## src/hw/rtl/elx_pkg.sv

```systemverilog
// Expression lexer: shared types and constants.
// Character codes, byte classes, queue entry, scan modes and result beat.
// No dependencies.
package elx_pkg;

	// result kinds beyond the eight operator codes (0..7)
	localparam logic [3:0] K_FN      = 4'd8;
	localparam logic [3:0] K_IDENT   = 4'd9;
	localparam logic [3:0] K_LITERAL = 4'd10;
	localparam logic [3:0] K_EOF     = 4'd11;
	localparam logic [3:0] K_ERROR   = 4'd12;

	localparam logic [7:0] CH_NUL    = 8'h00;
	localparam logic [7:0] CH_SPACE  = " ";
	localparam logic [7:0] CH_TAB    = 8'h09;
	localparam logic [7:0] CH_CR     = 8'h0D;
	localparam logic [7:0] CH_PLUS   = "+";
	localparam logic [7:0] CH_MINUS  = "-";
	localparam logic [7:0] CH_STAR   = "*";
	localparam logic [7:0] CH_SLASH  = "/";
	localparam logic [7:0] CH_LPAREN = "(";
	localparam logic [7:0] CH_RPAREN = ")";
	localparam logic [7:0] CH_LBRACE = "{";
	localparam logic [7:0] CH_RBRACE = "}";
	localparam logic [7:0] CH_POINT  = ".";
	localparam logic [7:0] CH_F      = "f";
	localparam logic [7:0] CH_N      = "n";
	localparam logic [7:0] CH_0      = "0";
	localparam logic [7:0] CH_9      = "9";
	localparam logic [7:0] CH_LA     = "a";
	localparam logic [7:0] CH_LZ     = "z";
	localparam logic [7:0] CH_UA     = "A";
	localparam logic [7:0] CH_UZ     = "Z";

	localparam logic [4:0] FRAC_MAX = 5'd31;

	localparam int Q_DEPTH = 2;
	localparam int Q_PTR_W = $clog2(Q_DEPTH);

	typedef enum logic [2:0] {
		CL_EOF,
		CL_SPACE,
		CL_OP,
		CL_ALPHA,
		CL_DIGIT,
		CL_POINT,
		CL_OTHER
	} cls_t;

	typedef struct packed {
		logic [7:0] ch;
		cls_t       cls;
		logic [2:0] op_kind;
		logic       start_emits;  // handled from idle, this byte gives a result
	} entry_t;

	typedef enum logic [2:0] {
		MD_IDLE,
		MD_WORD,
		MD_INT,
		MD_FRAC,
		MD_DRAIN
	} mode_t;

	typedef enum logic {
		BK_RUN,
		BK_FLUSH
	} bk_state_t;

	typedef struct packed {
		logic [3:0]  kind;
		logic [7:0]  char_value;
		logic        ident_end;
		logic [31:0] mantissa;
		logic [4:0]  frac_digits;
		logic        saturated;
		logic        last;
	} result_t;

endpackage

```

## src/hw/rtl/elx_if.sv

```systemverilog
// Expression lexer: valid/ready channel interfaces.
// Byte input channel and token output channel. No dependencies.
interface elx_in_if;
	logic       valid;
	logic       ready;
	logic [7:0] ch;
	modport source (output valid, output ch, input ready);
	modport sink   (input valid, input ch, output ready);
endinterface

interface elx_out_if;
	logic        valid;
	logic        ready;
	logic [3:0]  kind;
	logic [7:0]  char_value;
	logic        ident_end;
	logic [31:0] mantissa;
	logic [4:0]  frac_digits;
	logic        saturated;
	logic        last;
	modport source (output valid, output kind, output char_value, output ident_end,
		output mantissa, output frac_digits, output saturated, output last, input ready);
	modport sink (input valid, input kind, input char_value, input ident_end,
		input mantissa, input frac_digits, input saturated, input last, output ready);
endinterface

```

## src/hw/rtl/expression_lexer_unit.sv

```systemverilog
// Expression lexer top level: byte stream in, token beats out.
// Depends on elx_pkg, elx_if, elx_front and elx_back.
//
// Usage
//   text   : one source byte per beat (valid/ready); byte 0 ends the input.
//   tokens : one result per beat; last marks the final result of a byte.
//   Front end classifies each byte into a two-entry queue; back end runs
//   the scan mode, buffers words and accumulates literals.
// Path: a taken byte enters the queue; its result is registered from the
//   queue head into the output register. Identifier characters first pass
//   the flush state, then follow one per cycle while tokens is ready.
// Throughput: one byte per cycle while words and literals build up or
//   whitespace is skipped. A byte that closes a literal is rerun from idle
//   after the literal is emitted; one that closes an identifier is rerun
//   after the flush state has fed out the word one character per beat.
// Stalls: the output register holds its beat while tokens.ready is low, and
//   the back end holds any new result; the queue keeps taking bytes until it
//   is full, then text.ready drops.
// Reset: arst_n clears the queue, the scan mode and the output valid; the
//   queue reads empty, so text.ready is already high when arst_n releases.
//   No clearing pass is needed.
module expression_lexer_unit #(
	parameter int WORD_CAP = 32
) (
	input logic       clk,
	input logic       arst_n,
	elx_in_if.sink    text,
	elx_out_if.source tokens
);
	import elx_pkg::*;

	entry_t head;
	logic   head_valid;
	logic   pop;

	elx_front u_front (
		.clk        (clk),
		.arst_n     (arst_n),
		.text       (text),
		.head_valid (head_valid),
		.head       (head),
		.pop        (pop)
	);

	// back end owns mode, word buffer and output register
	elx_back #(
		.WORD_CAP (WORD_CAP)
	) u_back (
		.clk        (clk),
		.arst_n     (arst_n),
		.head_valid (head_valid),
		.head       (head),
		.pop        (pop),
		.tokens     (tokens)
	);

endmodule

```

## src/hw/rtl/elx_front.sv

```systemverilog
// Expression lexer front end: byte classifier and two-entry queue.
// Depends on elx_pkg and elx_in_if.
module elx_front (
	input  logic            clk,
	input  logic            arst_n,
	elx_in_if.sink          text,
	output logic            head_valid,
	output elx_pkg::entry_t head,
	input  logic            pop
);
	import elx_pkg::*;

	entry_t             cls_entry;
	logic               is_op;
	logic [2:0]         op_kind;
	entry_t             entry_q [Q_DEPTH];
	logic [Q_PTR_W-1:0] wr_q;
	logic [Q_PTR_W-1:0] rd_q;
	logic [Q_PTR_W:0]   count_q;
	logic               push;

	always_comb begin
		is_op   = 1'b1;
		op_kind = 3'd0;
		unique case (text.ch)
			CH_PLUS:   op_kind = 3'd0;
			CH_MINUS:  op_kind = 3'd1;
			CH_STAR:   op_kind = 3'd2;
			CH_SLASH:  op_kind = 3'd3;
			CH_LPAREN: op_kind = 3'd4;
			CH_RPAREN: op_kind = 3'd5;
			CH_LBRACE: op_kind = 3'd6;
			CH_RBRACE: op_kind = 3'd7;
			default:   is_op = 1'b0;
		endcase
	end

	always_comb begin
		cls_entry.ch      = text.ch;
		cls_entry.op_kind = op_kind;
		priority if (text.ch == CH_NUL) begin
			cls_entry.cls = CL_EOF;
		end else if (text.ch == CH_SPACE || (text.ch >= CH_TAB && text.ch <= CH_CR)) begin
			cls_entry.cls = CL_SPACE;
		end else if (is_op) begin
			cls_entry.cls = CL_OP;
		end else if ((text.ch >= CH_LA && text.ch <= CH_LZ)
				|| (text.ch >= CH_UA && text.ch <= CH_UZ)) begin
			cls_entry.cls = CL_ALPHA;
		end else if (text.ch >= CH_0 && text.ch <= CH_9) begin
			cls_entry.cls = CL_DIGIT;
		end else if (text.ch == CH_POINT) begin
			cls_entry.cls = CL_POINT;
		end else begin
			cls_entry.cls = CL_OTHER;
		end
		cls_entry.start_emits = (cls_entry.cls == CL_EOF) || (cls_entry.cls == CL_OP)
			|| (cls_entry.cls == CL_POINT) || (cls_entry.cls == CL_OTHER);
	end

	assign text.ready = (count_q != (Q_PTR_W+1)'(Q_DEPTH));
	assign push       = text.valid && text.ready;
	assign head_valid = (count_q != '0);
	assign head       = entry_q[rd_q];

	always_ff @(posedge clk or negedge arst_n) begin
		if (!arst_n) begin
			wr_q    <= '0;
			rd_q    <= '0;
			count_q <= '0;
		end else begin
			if (push) wr_q <= wr_q + 1'b1;
			if (pop) rd_q <= rd_q + 1'b1;
			unique case ({push, pop})
				2'b10:   count_q <= count_q + 1'b1;
				2'b01:   count_q <= count_q - 1'b1;
				default: count_q <= count_q;
			endcase
		end
	end

	always_ff @(posedge clk) begin
		if (push) entry_q[wr_q] <= cls_entry;
	end

endmodule

```

## src/hw/rtl/elx_back.sv

```systemverilog
// Expression lexer back end: scan-mode sequencer, word buffer, literal
// accumulator and output register. Depends on elx_pkg and elx_out_if.
module elx_back #(
	parameter int WORD_CAP = 32
) (
	input  logic            clk,
	input  logic            arst_n,
	input  logic            head_valid,
	input  elx_pkg::entry_t head,
	output logic            pop,
	elx_out_if.source       tokens
);
	import elx_pkg::*;

	localparam int DEPTH = WORD_CAP - 1;
	localparam int IDX_W = (DEPTH > 1) ? $clog2(DEPTH) : 1;
	localparam int LEN_W = $clog2(WORD_CAP);

	bk_state_t         state_q, state_d;
	mode_t             mode_q, mode_d;
	logic [LEN_W-1:0]  len_q, len_d;
	logic [IDX_W-1:0]  idx_q, idx_d;
	logic [31:0]       num_q, num_d;
	logic [4:0]        frac_q, frac_d;
	logic              ovf_q, ovf_d;
	logic [7:0]        word_q [DEPTH];
	logic              buf_we;
	logic [IDX_W-1:0]  buf_wa;
	logic              out_valid_q;
	result_t           out_q;
	result_t           res;
	logic              emit;
	logic              out_free;
	logic              word_full;
	logic              is_fn;
	logic              flush_end;
	logic [35:0]       acc_wide;
	logic [35:0]       acc_sum;

	assign out_free  = !out_valid_q || tokens.ready;
	assign word_full = (len_q >= LEN_W'(DEPTH));
	assign is_fn     = (len_q == LEN_W'(2)) && (word_q[0] == CH_F) && (word_q[1] == CH_N);
	assign flush_end = (LEN_W'(idx_q) == len_q - LEN_W'(1));
	assign acc_wide  = {4'b0, num_q};
	assign acc_sum   = (acc_wide << 3) + (acc_wide << 1) + 36'(head.ch[3:0]);

	always_comb begin
		state_d = state_q;
		mode_d  = mode_q;
		len_d   = len_q;
		idx_d   = idx_q;
		num_d   = num_q;
		frac_d  = frac_q;
		ovf_d   = ovf_q;
		pop     = 1'b0;
		emit    = 1'b0;
		res     = '0;
		buf_we  = 1'b0;
		buf_wa  = len_q[IDX_W-1:0];

		unique case (state_q)
			BK_FLUSH: begin
				// one identifier character per beat
				if (out_free) begin
					emit           = 1'b1;
					res.kind       = K_IDENT;
					res.char_value = word_q[idx_q];
					res.ident_end  = flush_end;
					res.last       = flush_end && !head.start_emits;
					if (flush_end) begin
						state_d = BK_RUN;
						mode_d  = MD_IDLE;
						len_d   = '0;
					end else begin
						idx_d = idx_q + 1'b1;
					end
				end
			end
			BK_RUN: begin
				if (head_valid) begin
					unique case (mode_q)
						MD_DRAIN: begin
							pop = 1'b1;
							if (head.cls == CL_EOF) mode_d = MD_IDLE;
						end
						MD_WORD: begin
							if (head.cls == CL_ALPHA || head.cls == CL_DIGIT) begin
								if (word_full) begin
									if (out_free) begin
										emit           = 1'b1;
										res.kind       = K_ERROR;
										res.char_value = head.ch;
										res.last       = 1'b1;
										len_d          = '0;
										mode_d         = MD_DRAIN;
										pop            = 1'b1;
									end
								end else begin
									buf_we = 1'b1;
									len_d  = len_q + 1'b1;
									pop    = 1'b1;
								end
							end else if (is_fn) begin
								if (out_free) begin
									emit     = 1'b1;
									res.kind = K_FN;
									res.last = !head.start_emits;
									len_d    = '0;
									mode_d   = MD_IDLE;
								end
							end else begin
								idx_d   = '0;
								state_d = BK_FLUSH;
							end
						end
						MD_INT, MD_FRAC: begin
							if (head.cls == CL_DIGIT) begin
								pop = 1'b1;
								if (|acc_sum[35:32]) begin
									num_d = '1;
									ovf_d = 1'b1;
								end else begin
									num_d = acc_sum[31:0];
								end
								if (mode_q == MD_FRAC) begin
									if (frac_q == FRAC_MAX) ovf_d = 1'b1;
									else frac_d = frac_q + 1'b1;
								end
							end else if (head.cls == CL_POINT && mode_q == MD_INT) begin
								pop    = 1'b1;
								mode_d = MD_FRAC;
							end else if (out_free) begin
								// literal ends; the byte is rerun from idle
								emit            = 1'b1;
								res.kind        = K_LITERAL;
								res.mantissa    = num_q;
								res.frac_digits = frac_q;
								res.saturated   = ovf_q;
								res.last        = !head.start_emits;
								num_d           = '0;
								frac_d          = '0;
								ovf_d           = 1'b0;
								mode_d          = MD_IDLE;
							end
						end
						default: begin
							unique case (head.cls)
								CL_SPACE: pop = 1'b1;
								CL_ALPHA: begin
									buf_we = 1'b1;
									buf_wa = '0;
									len_d  = LEN_W'(1);
									mode_d = MD_WORD;
									pop    = 1'b1;
								end
								CL_DIGIT: begin
									num_d  = {28'b0, head.ch[3:0]};
									frac_d = '0;
									ovf_d  = 1'b0;
									mode_d = MD_INT;
									pop    = 1'b1;
								end
								CL_EOF: begin
									if (out_free) begin
										emit     = 1'b1;
										res.kind = K_EOF;
										res.last = 1'b1;
										pop      = 1'b1;
									end
								end
								CL_OP: begin
									if (out_free) begin
										emit           = 1'b1;
										res.kind       = {1'b0, head.op_kind};
										res.char_value = head.ch;
										res.last       = 1'b1;
										pop            = 1'b1;
									end
								end
								default: begin
									if (out_free) begin
										emit           = 1'b1;
										res.kind       = K_ERROR;
										res.char_value = head.ch;
										res.last       = 1'b1;
										mode_d         = MD_DRAIN;
										pop            = 1'b1;
									end
								end
							endcase
						end
					endcase
				end
			end
		endcase
	end

	always_ff @(posedge clk or negedge arst_n) begin
		if (!arst_n) begin
			state_q     <= BK_RUN;
			mode_q      <= MD_IDLE;
			len_q       <= '0;
			idx_q       <= '0;
			num_q       <= '0;
			frac_q      <= '0;
			ovf_q       <= 1'b0;
			out_valid_q <= 1'b0;
		end else begin
			state_q <= state_d;
			mode_q  <= mode_d;
			len_q   <= len_d;
			idx_q   <= idx_d;
			num_q   <= num_d;
			frac_q  <= frac_d;
			ovf_q   <= ovf_d;
			if (emit) out_valid_q <= 1'b1;
			else if (tokens.ready) out_valid_q <= 1'b0;
		end
	end

	always_ff @(posedge clk) begin
		if (emit) out_q <= res;
		if (buf_we) word_q[buf_wa] <= head.ch;
	end

	assign tokens.valid       = out_valid_q;
	assign tokens.kind        = out_q.kind;
	assign tokens.char_value  = out_q.char_value;
	assign tokens.ident_end   = out_q.ident_end;
	assign tokens.mantissa    = out_q.mantissa;
	assign tokens.frac_digits = out_q.frac_digits;
	assign tokens.saturated   = out_q.saturated;
	assign tokens.last        = out_q.last;

endmodule

```

## src/flat_wrapper.sv

```systemverilog
// flat-port wrapper written by rule: the top's interface ports become plain ports
module expression_lexer_unit_flat import elx_pkg::*;
#(
	parameter int WORD_CAP = 32
)
  (clk, arst_n, text_valid, text_ch, text_ready, tokens_valid, tokens_kind, tokens_char_value, tokens_ident_end, tokens_mantissa, tokens_frac_digits, tokens_saturated, tokens_last, tokens_ready);
  elx_in_if text_i ();
  elx_out_if tokens_i ();
  input logic clk;
  input logic arst_n;
  input wire logic [$bits(text_i.valid)-1:0] text_valid;
  input wire logic [$bits(text_i.ch)-1:0] text_ch;
  output wire logic [$bits(text_i.ready)-1:0] text_ready;
  output wire logic [$bits(tokens_i.valid)-1:0] tokens_valid;
  output wire logic [$bits(tokens_i.kind)-1:0] tokens_kind;
  output wire logic [$bits(tokens_i.char_value)-1:0] tokens_char_value;
  output wire logic [$bits(tokens_i.ident_end)-1:0] tokens_ident_end;
  output wire logic [$bits(tokens_i.mantissa)-1:0] tokens_mantissa;
  output wire logic [$bits(tokens_i.frac_digits)-1:0] tokens_frac_digits;
  output wire logic [$bits(tokens_i.saturated)-1:0] tokens_saturated;
  output wire logic [$bits(tokens_i.last)-1:0] tokens_last;
  input wire logic [$bits(tokens_i.ready)-1:0] tokens_ready;
  assign text_i.valid = text_valid;
  assign text_i.ch = text_ch;
  assign text_ready = text_i.ready;
  assign tokens_valid = tokens_i.valid;
  assign tokens_kind = tokens_i.kind;
  assign tokens_char_value = tokens_i.char_value;
  assign tokens_ident_end = tokens_i.ident_end;
  assign tokens_mantissa = tokens_i.mantissa;
  assign tokens_frac_digits = tokens_i.frac_digits;
  assign tokens_saturated = tokens_i.saturated;
  assign tokens_last = tokens_i.last;
  assign tokens_i.ready = tokens_ready;
  expression_lexer_unit #(.WORD_CAP(WORD_CAP)) u_core (.clk(clk), .arst_n(arst_n), .text(text_i), .tokens(tokens_i));
endmodule
```

## config.mk

```make
export PLATFORM = sky130hd
export DESIGN_NAME = expression_lexer_unit_flat
export DESIGN_NICKNAME = d
export VERILOG_FILES = /design/src/hw/rtl/elx_pkg.sv /design/src/hw/rtl/elx_if.sv /design/src/hw/rtl/expression_lexer_unit.sv /design/src/hw/rtl/elx_front.sv /design/src/hw/rtl/elx_back.sv /design/src/flat_wrapper.sv
export SDC_FILE = /design/constraint.sdc
export NUM_CORES = 1
export LEC_CHECK = 0
export ABC_AREA = 1
export ABC_CLOCK_PERIOD_IN_PS = 5200
export BUFFER_PORTS_ARGS = -buffer_cell sky130_fd_sc_hd__buf_4
export CAP_MARGIN = 20
export CORE_ASPECT_RATIO = 1.1
export CORE_MARGIN = 5
export CORE_UTILIZATION = 50
export CTS_CLUSTER_DIAMETER = 30
export DETAILED_ROUTE_END_ITERATION = 10
export PLACE_DENSITY_LB_ADDON = 0.1
export SKIP_CTS_REPAIR_TIMING = 1
export SYNTH_ARGS = -nofsm -noshare
export SYNTH_HDL_FRONTEND = slang
export SYNTH_SLANG_ARGS = --single-unit
```

## constraint.sdc

```tcl
create_clock -name clk -period 5.2 [get_ports clk]
set_clock_uncertainty 0.05 [all_clocks]
set_input_delay 0.26 -clock clk [delete_from_list [all_inputs] [get_ports clk]]
set_output_delay 0.26 -clock clk [all_outputs]
set_load 0.05 [all_outputs]
```

==> flow_metrics.env <==
export IMPL_mostFrequentLayoutCells="sky130_fd_sc_hd__edfxtp_1, sky130_fd_sc_hd__nand2_1, sky130_fd_sc_hd__nor2_1"
export IMPL_worstSetupStartpointType="register"
export IMPL_setup_reg_to_reg_worst_slack_ns=1.21
export IMPL_timing_critical_path_slowest_stage_cell="sky130_fd_sc_hd__fa_1"
export IMPL_remaining_drc_errors=0
export IMPL_static_leakage_power_nw=9.417
export IMPL_avgSynthCellArea_sq_um=10.22
export IMPL_numPortBuffers=65
export IMPL_synth_enable_flop_cells=338
export IMPL_worstMarginPinSlew_ns=1.094
export IMPL_synth_top_cells_by_area="sky130_fd_sc_hd__edfxtp_1, sky130_fd_sc_hd__dfrtp_1, sky130_fd_sc_hd__nand2_1"
export IMPL_critPathRequiredTime_ns=5.60
export IMPL_power_density_nw_per_um2=603.0
export IMPL_placer_congestion_estimate=0.9351
export IMPL_synthesized_cell_area_sq_um=19420
export IMPL_critPathMaxStageDelay_ns=0.53
export IMPL_cp_data_arrival_time_ns=4.40
export IMPL_critical_path_maximum_fanout=17
export IMPL_grt_pass1_vias=14498
export IMPL_antenna_violations_before_repair=0
export IMPL_rsz0062_at_grt="false"
export IMPL_critical_path_endpoint_type="register"
export IMPL_cts_tree="done"
export IMPL_drt_pass1_iter_count=5
export IMPL_synth_seq_cells=395
export IMPL_num_io_pins=66
export IMPL_post_synthesis_cell_type_with_the_largest_combined_area="sky130_fd_sc_hd__edfxtp_1"
export IMPL_detailedRoute_firstIterationViolations=1030
export IMPL_vdd_ir_drop_worst_mv=0.3738
export IMPL_worstSetupPathType="register to register"
export IMPL_worst_r2r_endpoint="u_core.u_back.num_q[23]"
export IMPL_global_route_usage_total_pct=23.47
export IMPL_worst_reg2reg_path_length_in_cells=21
export IMPL_synthCells=1901
export IMPL_layout_worst_path_cycle_share_pct=76.79
export IMPL_sequence_of_cells_on_the_critical_path="inv_2 -> or2_2 -> o21ai_0 -> inv_1 -> fa_1 -> inv_1 -> fa_1 -> inv_1 -> nand2_1 -> nand2_1 -> nand3_1 -> nand2_1 -> nand2_1 -> nand2_2 -> nand2_1 -> nand3_1 -> nand2_1 -> nor2_2 -> nand2_2 -> nand2_4 -> o211ai_1"
export IMPL_number_of_warnings_printed_during_yosys_synthesis=0
export IMPL_detail_route_wirelength_um=50290
export IMPL_clkTransAtPathRegs_ns=0.05
export IMPL_globalRouteOverflowTotal=0
export IMPL_time_the_worst_path_needs_with_i_o_delays_and_setup_ns=3.993
export IMPL_detail_route_vias_per_cell=5.516
export IMPL_ys_dominant_reg_cell="sky130_fd_sc_hd__edfxtp_1"
export IMPL_layout_setup_ws_ns=1.207
export IMPL_slew_headroom_pct=26.77
export IMPL_vias=14260
export IMPL_initial_core_util_pct=50.73
export IMPL_max_freq_mhz=250.4
export IMPL_wire_length_of_the_first_global_routing_pass_um=79150
export IMPL_async_flop_share_pct=14.43
export IMPL_max_cap_violations=0
export IMPL_clkSinkCount=395
export IMPL_final_layout_size_suffix_gt1_share_pct=14.59
export IMPL_setup_tns_final_ns=0
export IMPL_numCtsBuffers=81
export IMPL_antenna_left=0
export IMPL_grt_max_degree=89
export IMPL_finalHoldViolCount=0
export IMPL_die_h_um=216.7
export IMPL_routed_len_inst_um=19.45
export IMPL_setup_violations=0
export IMPL_timing_rr_start="u_core.u_front.rd_q"
export IMPL_clkLatencyLatePin_ns=0.60
export IMPL_detail_placement_hpwl_um=32480
export IMPL_std_cell_rows=75
export IMPL_minimum_setup_slack_after_placement_ns=1.189
export IMPL_synth_seq_area_share_pct=59.61
export IMPL_fp_coreArea_sq_um=38290
export IMPL_netlist_cell_type_count=61
export IMPL_final_nets=2102
export IMPL_clock_tree_buffer_depth=3
export IMPL_final_common_cell="sky130_fd_sc_hd__edfxtp_1"
export IMPL_clockRootBuffer="sky130_fd_sc_hd__clkbuf_16"
export IMPL_htreeDepth=3
export IMPL_hold_path_class="input pin to async pin"
export IMPL_die_x_um=197.9
export IMPL_synthDominantCellAreaShare_pct=52.26
export IMPL_status="finished, final reports clean"
export IMPL_cp_common_cell="sky130_fd_sc_hd__nand2_1"
export IMPL_area_growth_pct=20.96
export IMPL_design_die_area_sq_um=42890
export IMPL_max_slew_violation_count=0
[cells in the mapped netlist (8+ instances only)]
library cell / instances
sky130_fd_sc_hd__a21oi_1: 53
sky130_fd_sc_hd__buf_2: 8
sky130_fd_sc_hd__clkbuf_1: 52
sky130_fd_sc_hd__dfrtp_1: 57
sky130_fd_sc_hd__edfxtp_1: 338
sky130_fd_sc_hd__ha_1: 71
sky130_fd_sc_hd__inv_1: 169
sky130_fd_sc_hd__inv_2: 11
sky130_fd_sc_hd__nand2_1: 334
sky130_fd_sc_hd__nand2_2: 10
sky130_fd_sc_hd__nand3_1: 66
sky130_fd_sc_hd__nand4_1: 27
sky130_fd_sc_hd__nor2_1: 263
sky130_fd_sc_hd__nor2_4: 13
sky130_fd_sc_hd__nor3_1: 11
sky130_fd_sc_hd__o211ai_1: 25
sky130_fd_sc_hd__o21ai_0: 181
sky130_fd_sc_hd__o21ai_1: 22
sky130_fd_sc_hd__o221ai_1: 25
sky130_fd_sc_hd__o22ai_1: 39
sky130_fd_sc_hd__xnor2_1: 17
sky130_fd_sc_hd__xor2_1: 20
[cell type report]
class                   count  area [sq um]
diodes                      1         2.502
clock buffers              95          2150
clock inverters            55         814.5
fillers                  3169         14800
inverters                 186         709.4
multi-input cells        1257          6847
flip-flops and latches    395         11580
well taps                 500         625.6
repair buffers             96         762.0
[flip-flops by register name, summed over array words and instances, names as in the netlist, 2 cells and up]
name and flops:
u_core.u_front.entry_q 30, u_core.u_back.word_q 256, u_core.u_back.mode_q 3, u_core.u_back.idx_q 5
u_core.u_back.tokens.frac_digits 5, u_core.u_back.len_q 5, u_core.u_back.tokens.kind 4, u_core.u_back.tokens.char_value 8
u_core.u_back.frac_q 5, u_core.u_back.tokens.mantissa 32, u_core.u_front.count_q 2, u_core.u_back.num_q 32
[per-stage QoR]
step,power (mW),std cells,util (%),cell area [sq um],hold WS (ns)
2_1_floorplan,7.258,1908,-,19450,-0.08559
3_3_place_gp,8.615,2421,53.25,20390,0.3632
3_5_place_dp,8.661,2421,53.25,20390,0.3649
4_1_cts,14.24,2571,60.99,23350,-0.2640
5_1_grt,14.93,2584,61.35,23490,0.3447
6_report,14.16,2585,61.36,23490,0.2577
[how the worst max path moves through the flow]
stage	from	to	slack, ns	cells after the start
global placement	u_core.u_front.rd_q	u_core.u_back.num_q[25]	1.30	21
CTS	u_core.u_front.rd_q	u_core.u_back.num_q[23]	1.19	21
floorplan	u_core.u_front.rd_q	u_core.u_back.num_q[0]	1.45	25
finish	u_core.u_front.rd_q	u_core.u_back.num_q[23]	1.21	21
detailed placement	u_core.u_front.rd_q	u_core.u_back.num_q[23]	1.19	21
global route	u_core.u_front.rd_q	u_core.u_back.num_q[23]	0.83	21
[critical path, delay by kind of cell, from the launching register on]
| kind | cells | cell delay [ns] |
|---|---|---|
| AOI/OAI and AO/OA | 2 | 0.27 |
| adders and majority gates | 2 | 0.98 |
| and+or+nand+nor | 13 | 1.74 |
| buffers and inverters | 4 | 0.45 |
| DFF | 1 | 0.35 |
[power breakdown]
group | internal [mW] | switching, mW
Clock | 3.78 | 1.74
Combinational | 1.30 | 3.14
Sequential | 3.96 | 0.254
[cell families after synthesis]
logic type,after synthesis,synth area share (%)
and+or+nand+nor,761,17.21
muxes,1,0.05154
other,1,0.01931
AOI/OAI and AO/OA,377,11.37
DFF,395,59.61
adders and majority gates,73,4.780
buffers and inverters,256,5.289
xor gates and xnor gates,37,1.669
[routing by layer]
| metal | track usage, % | share of wire (%) |
|---|---|---|
| met1 | 29.87 | 41 |
| met2 | 40.38 | 51 |
| met3 | 3.292 | 4.7 |
| met4 | 9.665 | 3.4 |
| met5 | 0 | 0 |
No activity file was read; power rests on OpenSTA's default activity.
